$ cat src/rtl/core/srvramp_pkg.sv
`default_nettype none

package srvramp_pkg;

   localparam int PULSE_W   = 15;
   localparam int DELAY_W   = 16;
   localparam int PERIOD_W  = 8;
   localparam int ELAPSED_W = 17;
   localparam int SINCE_W   = 9;
   localparam int SPEED_W   = 8;
   localparam int PCT_W     = 16;
   localparam int CMD_W     = 2;
   localparam int CSR_IDX_W = 3;
   localparam int CSR_DAT_W = 16;
   localparam int SPAN_W    = PULSE_W + 1;
   localparam int PROD_W    = SPEED_W + SPAN_W;

   // command codes
   localparam logic [CMD_W-1:0] CMD_TICK  = 2'd0;
   localparam logic [CMD_W-1:0] CMD_SPEED = 2'd1;
   localparam logic [CMD_W-1:0] CMD_ARM   = 2'd2;

   // register indexes
   localparam logic [CSR_IDX_W-1:0] CSR_PULSE_MIN = 3'd0;
   localparam logic [CSR_IDX_W-1:0] CSR_PULSE_MID = 3'd1;
   localparam logic [CSR_IDX_W-1:0] CSR_PULSE_MAX = 3'd2;
   localparam logic [CSR_IDX_W-1:0] CSR_ARM_DELAY = 3'd3;
   localparam logic [CSR_IDX_W-1:0] CSR_PERIOD    = 3'd4;

   localparam logic [PULSE_W-1:0]  RST_PULSE_MIN = 15'd1000;
   localparam logic [PULSE_W-1:0]  RST_PULSE_MID = 15'd1500;
   localparam logic [PULSE_W-1:0]  RST_PULSE_MAX = 15'd2000;
   localparam logic [DELAY_W-1:0]  RST_ARM_DELAY = 16'd5000;
   localparam logic [PERIOD_W-1:0] RST_PERIOD    = 8'd20;

   localparam logic [ELAPSED_W-1:0] ELAPSED_SAT = '1;
   localparam logic [SINCE_W-1:0]   SINCE_SAT   = '1;

   localparam logic signed [SPEED_W-1:0] SPEED_HI = 8'sd100;
   localparam logic signed [SPEED_W-1:0] SPEED_LO = -8'sd100;

   // floor(u/25) = (u * RECIP25) >> RECIP_SH, exact for u < 2^20
   localparam int RECIP_SH = 25;
   localparam int RECIP_W  = 21;
   localparam logic [RECIP_W-1:0] RECIP25 = 21'd1342178;
   localparam int MAG_W = 20;
   localparam int QUO_W = 15;

   typedef struct packed {
      logic               motor_armed;
      logic [PULSE_W-1:0] pulse_us;
      logic               pulse_written;
   } rsp_type;

endpackage

`default_nettype wire

$ cat src/rtl/core/servo_pulse_speed_ramp.sv
`default_nettype none

// Speed ramp for an RC speed controller. Each request transaction (ms tick,
// set speed, arm) gives one response, registered on the next cycle in the
// response register or, while a response is stalled, in the skid entry; with
// no response stall the block sustains one transaction per clock. The skid
// buffer holds one entry and lets one more request in during such a stall;
// req_stall rises only when that skid entry is full. The speed-times-span
// product is kept in a register updated every cycle, so the pulse update on
// a ramp tick is one add, a constant divide by 200 and a clamp. CSR writes
// are always ready and are meant to be issued only while the block is idle.
module servo_pulse_speed_ramp (
   input  wire logic                                  clock,
   input  wire logic                                  reset,
   input  wire logic                                  req_valid,
   output logic                                       req_stall,
   input  wire logic [srvramp_pkg::CMD_W-1:0]         req_command,
   input  wire logic signed [srvramp_pkg::PCT_W-1:0]  req_speed_pct,
   output logic                                       rsp_valid,
   input  wire logic                                  rsp_stall,
   output logic                                       rsp_motor_armed,
   output logic [srvramp_pkg::PULSE_W-1:0]            rsp_pulse_us,
   output logic                                       rsp_pulse_written,
   input  wire logic                                  csr_valid,
   output logic                                       csr_ready,
   input  wire logic [srvramp_pkg::CSR_IDX_W-1:0]     csr_index,
   input  wire logic [srvramp_pkg::CSR_DAT_W-1:0]     csr_wdata
);
   import srvramp_pkg::*;

   logic [PULSE_W-1:0]  pmin_ff, pmin_in, pmid_ff, pmid_in, pmax_ff, pmax_in;
   logic [DELAY_W-1:0]  delay_ff, delay_in;
   logic [PERIOD_W-1:0] period_ff, period_in;

   logic                       armed_ff, armed_in;
   logic [ELAPSED_W-1:0]       elapsed_ff, elapsed_in;
   logic [SINCE_W-1:0]         since_ff, since_in;
   logic signed [SPEED_W-1:0]  target_ff, target_in;
   logic signed [SPEED_W-1:0]  cur_ff, cur_in;
   logic [PULSE_W-1:0]         pulse_ff, pulse_in;
   logic signed [PROD_W-1:0]   prod_ff, prod_in;

   rsp_type out_ff, out_in, skid_ff, skid_in;
   logic    out_valid_ff, out_valid_in, skid_valid_ff, skid_valid_in;

   logic accept, drain, csr_wr;
   logic [SINCE_W-1:0] since_inc;
   logic step_up, step_dn, do_write;
   logic signed [SPEED_W-1:0] pct_clamped;
   logic signed [SPAN_W-1:0]  span_ff, span_in;

   // pulse computation
   logic signed [PROD_W:0]    sum;
   logic signed [PROD_W-3:0]  q8;
   logic                      neg;
   logic [PROD_W-3:0]         q8_abs;
   logic [MAG_W-1:0]          mag;
   logic [MAG_W+RECIP_W-1:0]  recip_prod;
   logic [QUO_W-1:0]          quo;
   logic signed [QUO_W:0]     quo_s;
   logic signed [PULSE_W+2:0] x, lo, hi;
   logic [PULSE_W-1:0]        new_pulse;

   assign accept    = req_valid && !req_stall;
   assign drain     = out_valid_ff && !rsp_stall;
   assign csr_ready = 1'b1;
   assign csr_wr    = csr_valid && csr_ready;
   assign req_stall = skid_valid_ff;

   // configuration registers
   always_comb begin
      pmin_in   = pmin_ff;
      pmid_in   = pmid_ff;
      pmax_in   = pmax_ff;
      delay_in  = delay_ff;
      period_in = period_ff;
      if (csr_wr) begin
         unique case (csr_index)
            CSR_PULSE_MIN: pmin_in   = csr_wdata[PULSE_W-1:0];
            CSR_PULSE_MID: pmid_in   = csr_wdata[PULSE_W-1:0];
            CSR_PULSE_MAX: pmax_in   = csr_wdata[PULSE_W-1:0];
            CSR_ARM_DELAY: delay_in  = csr_wdata[DELAY_W-1:0];
            CSR_PERIOD:    period_in = csr_wdata[PERIOD_W-1:0];
            default: ;
         endcase
      end
   end

   assign span_ff = $signed({1'b0, pmax_ff}) - $signed({1'b0, pmin_ff});
   assign span_in = $signed({1'b0, pmax_in}) - $signed({1'b0, pmin_in});

   always_comb begin
      if (req_speed_pct > PCT_W'(SPEED_HI))
         pct_clamped = SPEED_HI;
      else if (req_speed_pct < PCT_W'(SPEED_LO))
         pct_clamped = SPEED_LO;
      else
         pct_clamped = req_speed_pct[SPEED_W-1:0];
   end

   assign since_inc = (since_ff == SINCE_SAT) ? since_ff : since_ff + 1'b1;

   // ramp control
   always_comb begin
      armed_in   = armed_ff;
      elapsed_in = elapsed_ff;
      since_in   = since_ff;
      target_in  = target_ff;
      cur_in     = cur_ff;
      step_up    = 1'b0;
      step_dn    = 1'b0;
      do_write   = 1'b0;
      if (accept) begin
         unique case (req_command)
            CMD_TICK: begin
               elapsed_in = (elapsed_ff == ELAPSED_SAT) ? elapsed_ff : elapsed_ff + 1'b1;
               since_in   = since_inc;
               if (since_inc > {1'b0, period_ff}) begin
                  since_in = '0;
                  if (armed_ff) begin
                     do_write = 1'b1;
                     step_up  = cur_ff < target_ff;
                     step_dn  = cur_ff > target_ff;
                     if (step_up)
                        cur_in = cur_ff + 8'sd1;
                     else if (step_dn)
                        cur_in = cur_ff - 8'sd1;
                  end
               end
            end
            CMD_SPEED: begin
               if (armed_ff)
                  target_in = pct_clamped;
            end
            CMD_ARM: begin
               if (!armed_ff && elapsed_ff > {1'b0, delay_ff}) begin
                  armed_in  = 1'b1;
                  target_in = '0;
                  cur_in    = '0;
               end
            end
            default: ;
         endcase
      end
   end

   // prod_ff always holds cur_ff * span_ff; a step only adds or subtracts one span
   assign prod_in = PROD_W'(cur_in) * PROD_W'(span_in);

   always_comb begin
      sum = {prod_ff[PROD_W-1], prod_ff};
      if (step_up)
         sum = sum + (PROD_W+1)'(span_ff);
      else if (step_dn)
         sum = sum - (PROD_W+1)'(span_ff);
      // floor(s/200) = floor(floor(s/8)/25)
      q8     = sum[PROD_W:3];
      neg    = q8[PROD_W-3];
      q8_abs = neg ? (~q8 + 1'b1) : q8;
      mag    = q8_abs[MAG_W-1:0] + (neg ? MAG_W'(24) : MAG_W'(0));
      recip_prod = (MAG_W+RECIP_W)'(mag) * (MAG_W+RECIP_W)'(RECIP25);
      quo    = recip_prod[RECIP_SH +: QUO_W];
      quo_s  = neg ? -$signed({1'b0, quo}) : $signed({1'b0, quo});
      x      = $signed({3'b000, pmid_ff}) + (PULSE_W+3)'(quo_s);
      lo     = $signed({3'b000, pmin_ff});
      hi     = $signed({3'b000, pmax_ff});
      priority if (x < lo)
         new_pulse = pmin_ff;
      else if (x > hi)
         new_pulse = pmax_ff;
      else
         new_pulse = x[PULSE_W-1:0];
   end

   assign pulse_in = do_write ? new_pulse : pulse_ff;

   // response register plus skid entry
   always_comb begin
      out_in        = out_ff;
      skid_in       = skid_ff;
      out_valid_in  = out_valid_ff;
      skid_valid_in = skid_valid_ff;
      if (skid_valid_ff) begin
         if (drain) begin
            out_in        = skid_ff;
            skid_valid_in = 1'b0;
         end
      end else if (accept) begin
         if (!out_valid_ff || drain) begin
            out_in.motor_armed   = armed_in;
            out_in.pulse_us      = pulse_in;
            out_in.pulse_written = do_write;
            out_valid_in         = 1'b1;
         end else begin
            skid_in.motor_armed   = armed_in;
            skid_in.pulse_us      = pulse_in;
            skid_in.pulse_written = do_write;
            skid_valid_in         = 1'b1;
         end
      end else if (drain) begin
         out_valid_in = 1'b0;
      end
   end

   always_ff @(posedge clock) begin
      if (reset) begin
         pmin_ff       <= RST_PULSE_MIN;
         pmid_ff       <= RST_PULSE_MID;
         pmax_ff       <= RST_PULSE_MAX;
         delay_ff      <= RST_ARM_DELAY;
         period_ff     <= RST_PERIOD;
         armed_ff      <= 1'b0;
         elapsed_ff    <= '0;
         since_ff      <= '0;
         target_ff     <= '0;
         cur_ff        <= '0;
         pulse_ff      <= RST_PULSE_MID;
         prod_ff       <= '0;
         out_valid_ff  <= 1'b0;
         skid_valid_ff <= 1'b0;
      end else begin
         pmin_ff       <= pmin_in;
         pmid_ff       <= pmid_in;
         pmax_ff       <= pmax_in;
         delay_ff      <= delay_in;
         period_ff     <= period_in;
         armed_ff      <= armed_in;
         elapsed_ff    <= elapsed_in;
         since_ff      <= since_in;
         target_ff     <= target_in;
         cur_ff        <= cur_in;
         pulse_ff      <= pulse_in;
         prod_ff       <= prod_in;
         out_valid_ff  <= out_valid_in;
         skid_valid_ff <= skid_valid_in;
      end
   end

   always_ff @(posedge clock) begin
      out_ff  <= out_in;
      skid_ff <= skid_in;
   end

   assign rsp_valid         = out_valid_ff;
   assign rsp_motor_armed   = out_ff.motor_armed;
   assign rsp_pulse_us      = out_ff.pulse_us;
   assign rsp_pulse_written = out_ff.pulse_written;

   a_written_armed: assert property (@(posedge clock) disable iff (reset)
      rsp_valid && rsp_pulse_written |-> rsp_motor_armed)
      else $error("pulse written while idle");

   a_skid_behind_out: assert property (@(posedge clock) disable iff (reset)
      skid_valid_ff |-> out_valid_ff)
      else $error("skid entry full with empty response register");

   a_armed_sticks: assert property (@(posedge clock) disable iff (reset)
      armed_ff |=> armed_ff)
      else $error("armed state dropped");

   a_speed_range: assert property (@(posedge clock) disable iff (reset)
      cur_ff <= SPEED_HI && cur_ff >= SPEED_LO && target_ff <= SPEED_HI && target_ff >= SPEED_LO)
      else $error("speed out of range");

endmodule

`default_nettype wire
$ cat config.mk
export PLATFORM = sky130hd
export DESIGN_NAME = servo_pulse_speed_ramp
export DESIGN_NICKNAME = d
export VERILOG_FILES = /design/src/rtl/core/srvramp_pkg.sv /design/src/rtl/core/servo_pulse_speed_ramp.sv
export SDC_FILE = /design/constraint.sdc
export NUM_CORES = 1
export LEC_CHECK = 0
export BUFFER_PORTS_ARGS = -buffer_cell sky130_fd_sc_hd__buf_2
export CORE_ASPECT_RATIO = 1.75
export CORE_MARGIN = 2
export CORE_UTILIZATION = 37
export DETAILED_ROUTE_END_ITERATION = 12
export GPL_ROUTABILITY_DRIVEN = 0
export PLACE_DENSITY = 0.61
export SYNTH_ARGS = -nofsm -noshare
export SYNTH_HDL_FRONTEND = slang
export SYNTH_SLANG_ARGS = --single-unit
$ cat constraint.sdc
create_clock -name clock -period 18.06 [get_ports clock]
set_input_delay 2.709 -clock clock [delete_from_list [all_inputs] [get_ports clock]]
set_output_delay 2.709 -clock clock [all_outputs]
set_load 0.005 [all_outputs]
==> impl_metrics.ini <==
[min_path]
hp-class = flop to flop

[detailed_routing]
vias_per_cell = 5.39
drc = 0
wl_per_cell_um = 19.2
antenna_left = 0
dr.first_iter.drc_count = 1170
wl_um = 79800
vias = 22400
first_pass_iters = 7

[synth]
synth_cell_types = 103
synth_edf_count = 34
async_reset_ff_share_pct = 0
synth_top_cells_by_area = ha_1 20%, fa_1 18%, dfxtp_1 11%
synth.avg_cell_area_um2 = 8.54
synthFlopType = dfxtp_1
synthesis.nets = 3858
yosysWarnings = 0
synth_area_leader_cell = ha_1
syn_area_um2 = 26900
synth_top_area_share_pct = 19.7
seq_area_frac_synth_pct = 15.2
synth_seq_cells = 187
netlist_instances = 3146

[clock_network]
cts_hold_buf = 0
clk_latency_ps = 470
numCtsBuffers = 17
htreeDepth = 4
cts_tree = built
cts_buffer_depth = 2
clock_sinks = 187
clock-root-buffer = clkbuf_16
cts.clk_slew.worst_paths_ps = 80

[power]
vdd_drop_max_uv = 89.6
total_power_mw = 1.19
power.density_nw_per_um2 = 40.5
p_leak_nw = 14.9

[worst_setup_path]
arrival_ps = 17320
critPathKind = flop to flop
worst_path_largest_cell_delay_ps = 730
critPathLaunchType = flop
critPathRequiredTime_ps = 18220
end_kind = flop
crit_slowest_cell = xnor2_1
critical_path.top_delay_family = compound AO/OA/AOI/OAI gates
path_max_fanout = 10
path_buf_inv = 5
crit_path_frequent_cell = a21o_1

[floorplanning]
fp.dieW_um = 208
core_um2 = 71900
die_h_um = 361
io_pins = 62
rows = 130
start_util_pct = 37.4
dieArea_um2 = 74900

[cells_and_area]
layout-drive-gt1-share_pct = 8.78
final_util_pct = 41.0
fin_cells = 4158
final_area_um2 = 29500
final_net_count = 3933
diodes = 0
synthToLayoutAreaGrowth_pct = 9.81

[sta]
hold_violations = 0
finalMaxSlewViolations = 0
setup_viol = 0
period_minus_slack_ps = 17160
worst_slew_pin_slew_ps = 1180
slew_headroom_pct = 20.8
finClkSkew_ps = 21.6
post-route-period-util_pct = 95.0
fmax_mhz = 58.3

[grt]
antenna_found_initial = 0
track_usage_pct = 21.4
grt_pass1_wl_um = 126000
gr-total-overflow = 0
grt_start_max_net_pins = 61
grt_pass1_vias = 23500

[flow_run]
maxCapViolCount = 0

[placement]
port_buffers = 60
dp.cells = 4122
detailed_place.area_um2 = 28600
dpl.hpwl_um = 66500

[status]
status = completed
==> flip-flops by register name (all words and copies together) (netlist names), 9 cells and up <==
register and cells:
delay_ff 16, pulse_ff 15, since_ff 9, rsp_pulse_us 15, prod_ff 24, elapsed_ff 17, pmin_ff 15, pmid_ff 15
skid_ff 17, pmax_ff 15
==> worst paths after layout <==
path                                               start                        end  slack [ps]  depth (start not counted)
worst min-delay path            delay_ff[6]$_SDFFE_PP0P_   delay_ff[6]$_SDFFE_PP0P_         460                          2
worst min register to register  delay_ff[6]$_SDFFE_PP0P_   delay_ff[6]$_SDFFE_PP0P_         460                          2
worst max register to register     pmax_ff[0]$_SDFF_PP0_  rsp_pulse_us[1]$_DFFE_PP_         900                         68
worst max-delay path               pmax_ff[0]$_SDFF_PP0_  rsp_pulse_us[1]$_DFFE_PP_         900                         68
==> cell type report <==
class	count	area [um^2]
Timing Repair Buffer	145	996
Fill cell	7407	42400
Multi-Input combinational cell	2332	20700
Tap cell	924	1160
Clock inverter	13	114
Sequential cell	187	4080
Inverter	538	2020
Clock buffer	19	433
==> what timing repair did <==
action / in CTS / in global routing
cloned: 0 / 1
setup buffers: 0 / 3
resized for setup: 6 / 60
pin swaps: 0 / 7
setup endpoints to repair: 39 / 45
==> report_power, final <==
group          switching, mW  internal [mW]  total (mW)  leakage, nW
sequential           0.00569          0.432       0.438         1.52
clock                  0.188          0.181       0.368        0.266
combinational          0.239          0.149       0.389         13.1
==> kinds of logic (layout without fill, tap and decap cells) <==
group,after synthesis,in the layout,synth area share (%)
compound gates,641,641,16.3
other cells,1,1,0.0140
mux,25,25,0.964
flops,187,187,15.2
fa+ha+maj,670,670,38.1
simple gates,825,825,14.9
buf+inv,627,715,8.94
xor+xnor,170,170,5.60
==> worst register-to-register path, delay by kind of cell (launching register included) <==
family	cells	cell delay, ps
AOI/OAI and AO/OA	33	6340
xor gates and xnor gates	6	1970
adders and majority gates	13	5160
buffers and inverters	5	320
DFF	1	330
and+or+nand+nor	11	2750
==> per-layer routing <==
| layer | GRT usage, % | vias up | part of all wire (%) |
|---|---|---|---|
| li1 | - | 10700 | - |
| met1 | 20.6 | 10800 | 34 |
| met2 | 41.1 | 598 | 54 |
| met3 | 1.85 | 276 | 3.1 |
| met4 | 17.0 | 0 | 9.0 |
| met5 | 0 | - | 0 |
==> cell usage in the layout (no fill, tap or decap), drive strengths merged, types with 20 or more instances in the layout <==
cell    instances
ha            424
nand2         233
o21a           25
edfxtp         34
inv           545
nand3          55
xor2           67
and2           33
buf           144
a21o           58
a21oi         189
clkbuf         20
o21ai         109
or3            21
nand2b         62
xnor2         102
nor2          237
dfxtp         153
o211ai         31
nor3           37
nand4          28
nor2b          47
fa            246
==> Yosys cell counts (7+ instances only) <==
library cell / n
edfxtp_1: 34
o21a_1: 25
a21oi_1: 187
fa_1: 246
o21bai_1: 18
or2_2: 10
a32oi_1: 7
ha_1: 424
o31ai_1: 7
o221ai_1: 8
a311o_1: 12
and3_1: 14
buf_1: 7
nand3_1: 55
or3_1: 21
o21ai_0: 102
o211ai_1: 30
a211oi_1: 13
a21o_1: 58
a22oi_1: 18
dfxtp_1: 153
xor2_1: 67
mux2i_1: 18
buf_2: 11
nand4_1: 28
xnor2_1: 102
a221o_1: 13
nor3_1: 36
nand2_1: 231
inv_1: 536
nand2b_1: 62
a31oi_1: 18
or4_1: 7
mux2_2: 7
a31o_2: 13
o2111ai_1: 9
nor4_1: 11
nor2_1: 234
nor2b_1: 47
a41oi_1: 7
and2_1: 32
a21boi_0: 15
clkbuf_1: 65
==> stage by stage <==
| step | setup slack, ps | hold slack [ps] | TNS, ps |
|---|---|---|---|
| 2_1_floorplan | 892 | 436 | 0 |
| 5_1_grt | -28.5 | 484 | -230 |
| 6_report | 902 | 459 | 0 |
| 3_3_place_gp | 13.2 | 442 | 0 |
| 3_5_place_dp | -172 | 447 | -2660 |
| 4_1_cts | 71.9 | 458 | 0 |
No activity file was read; power rests on OpenSTA's default activity.
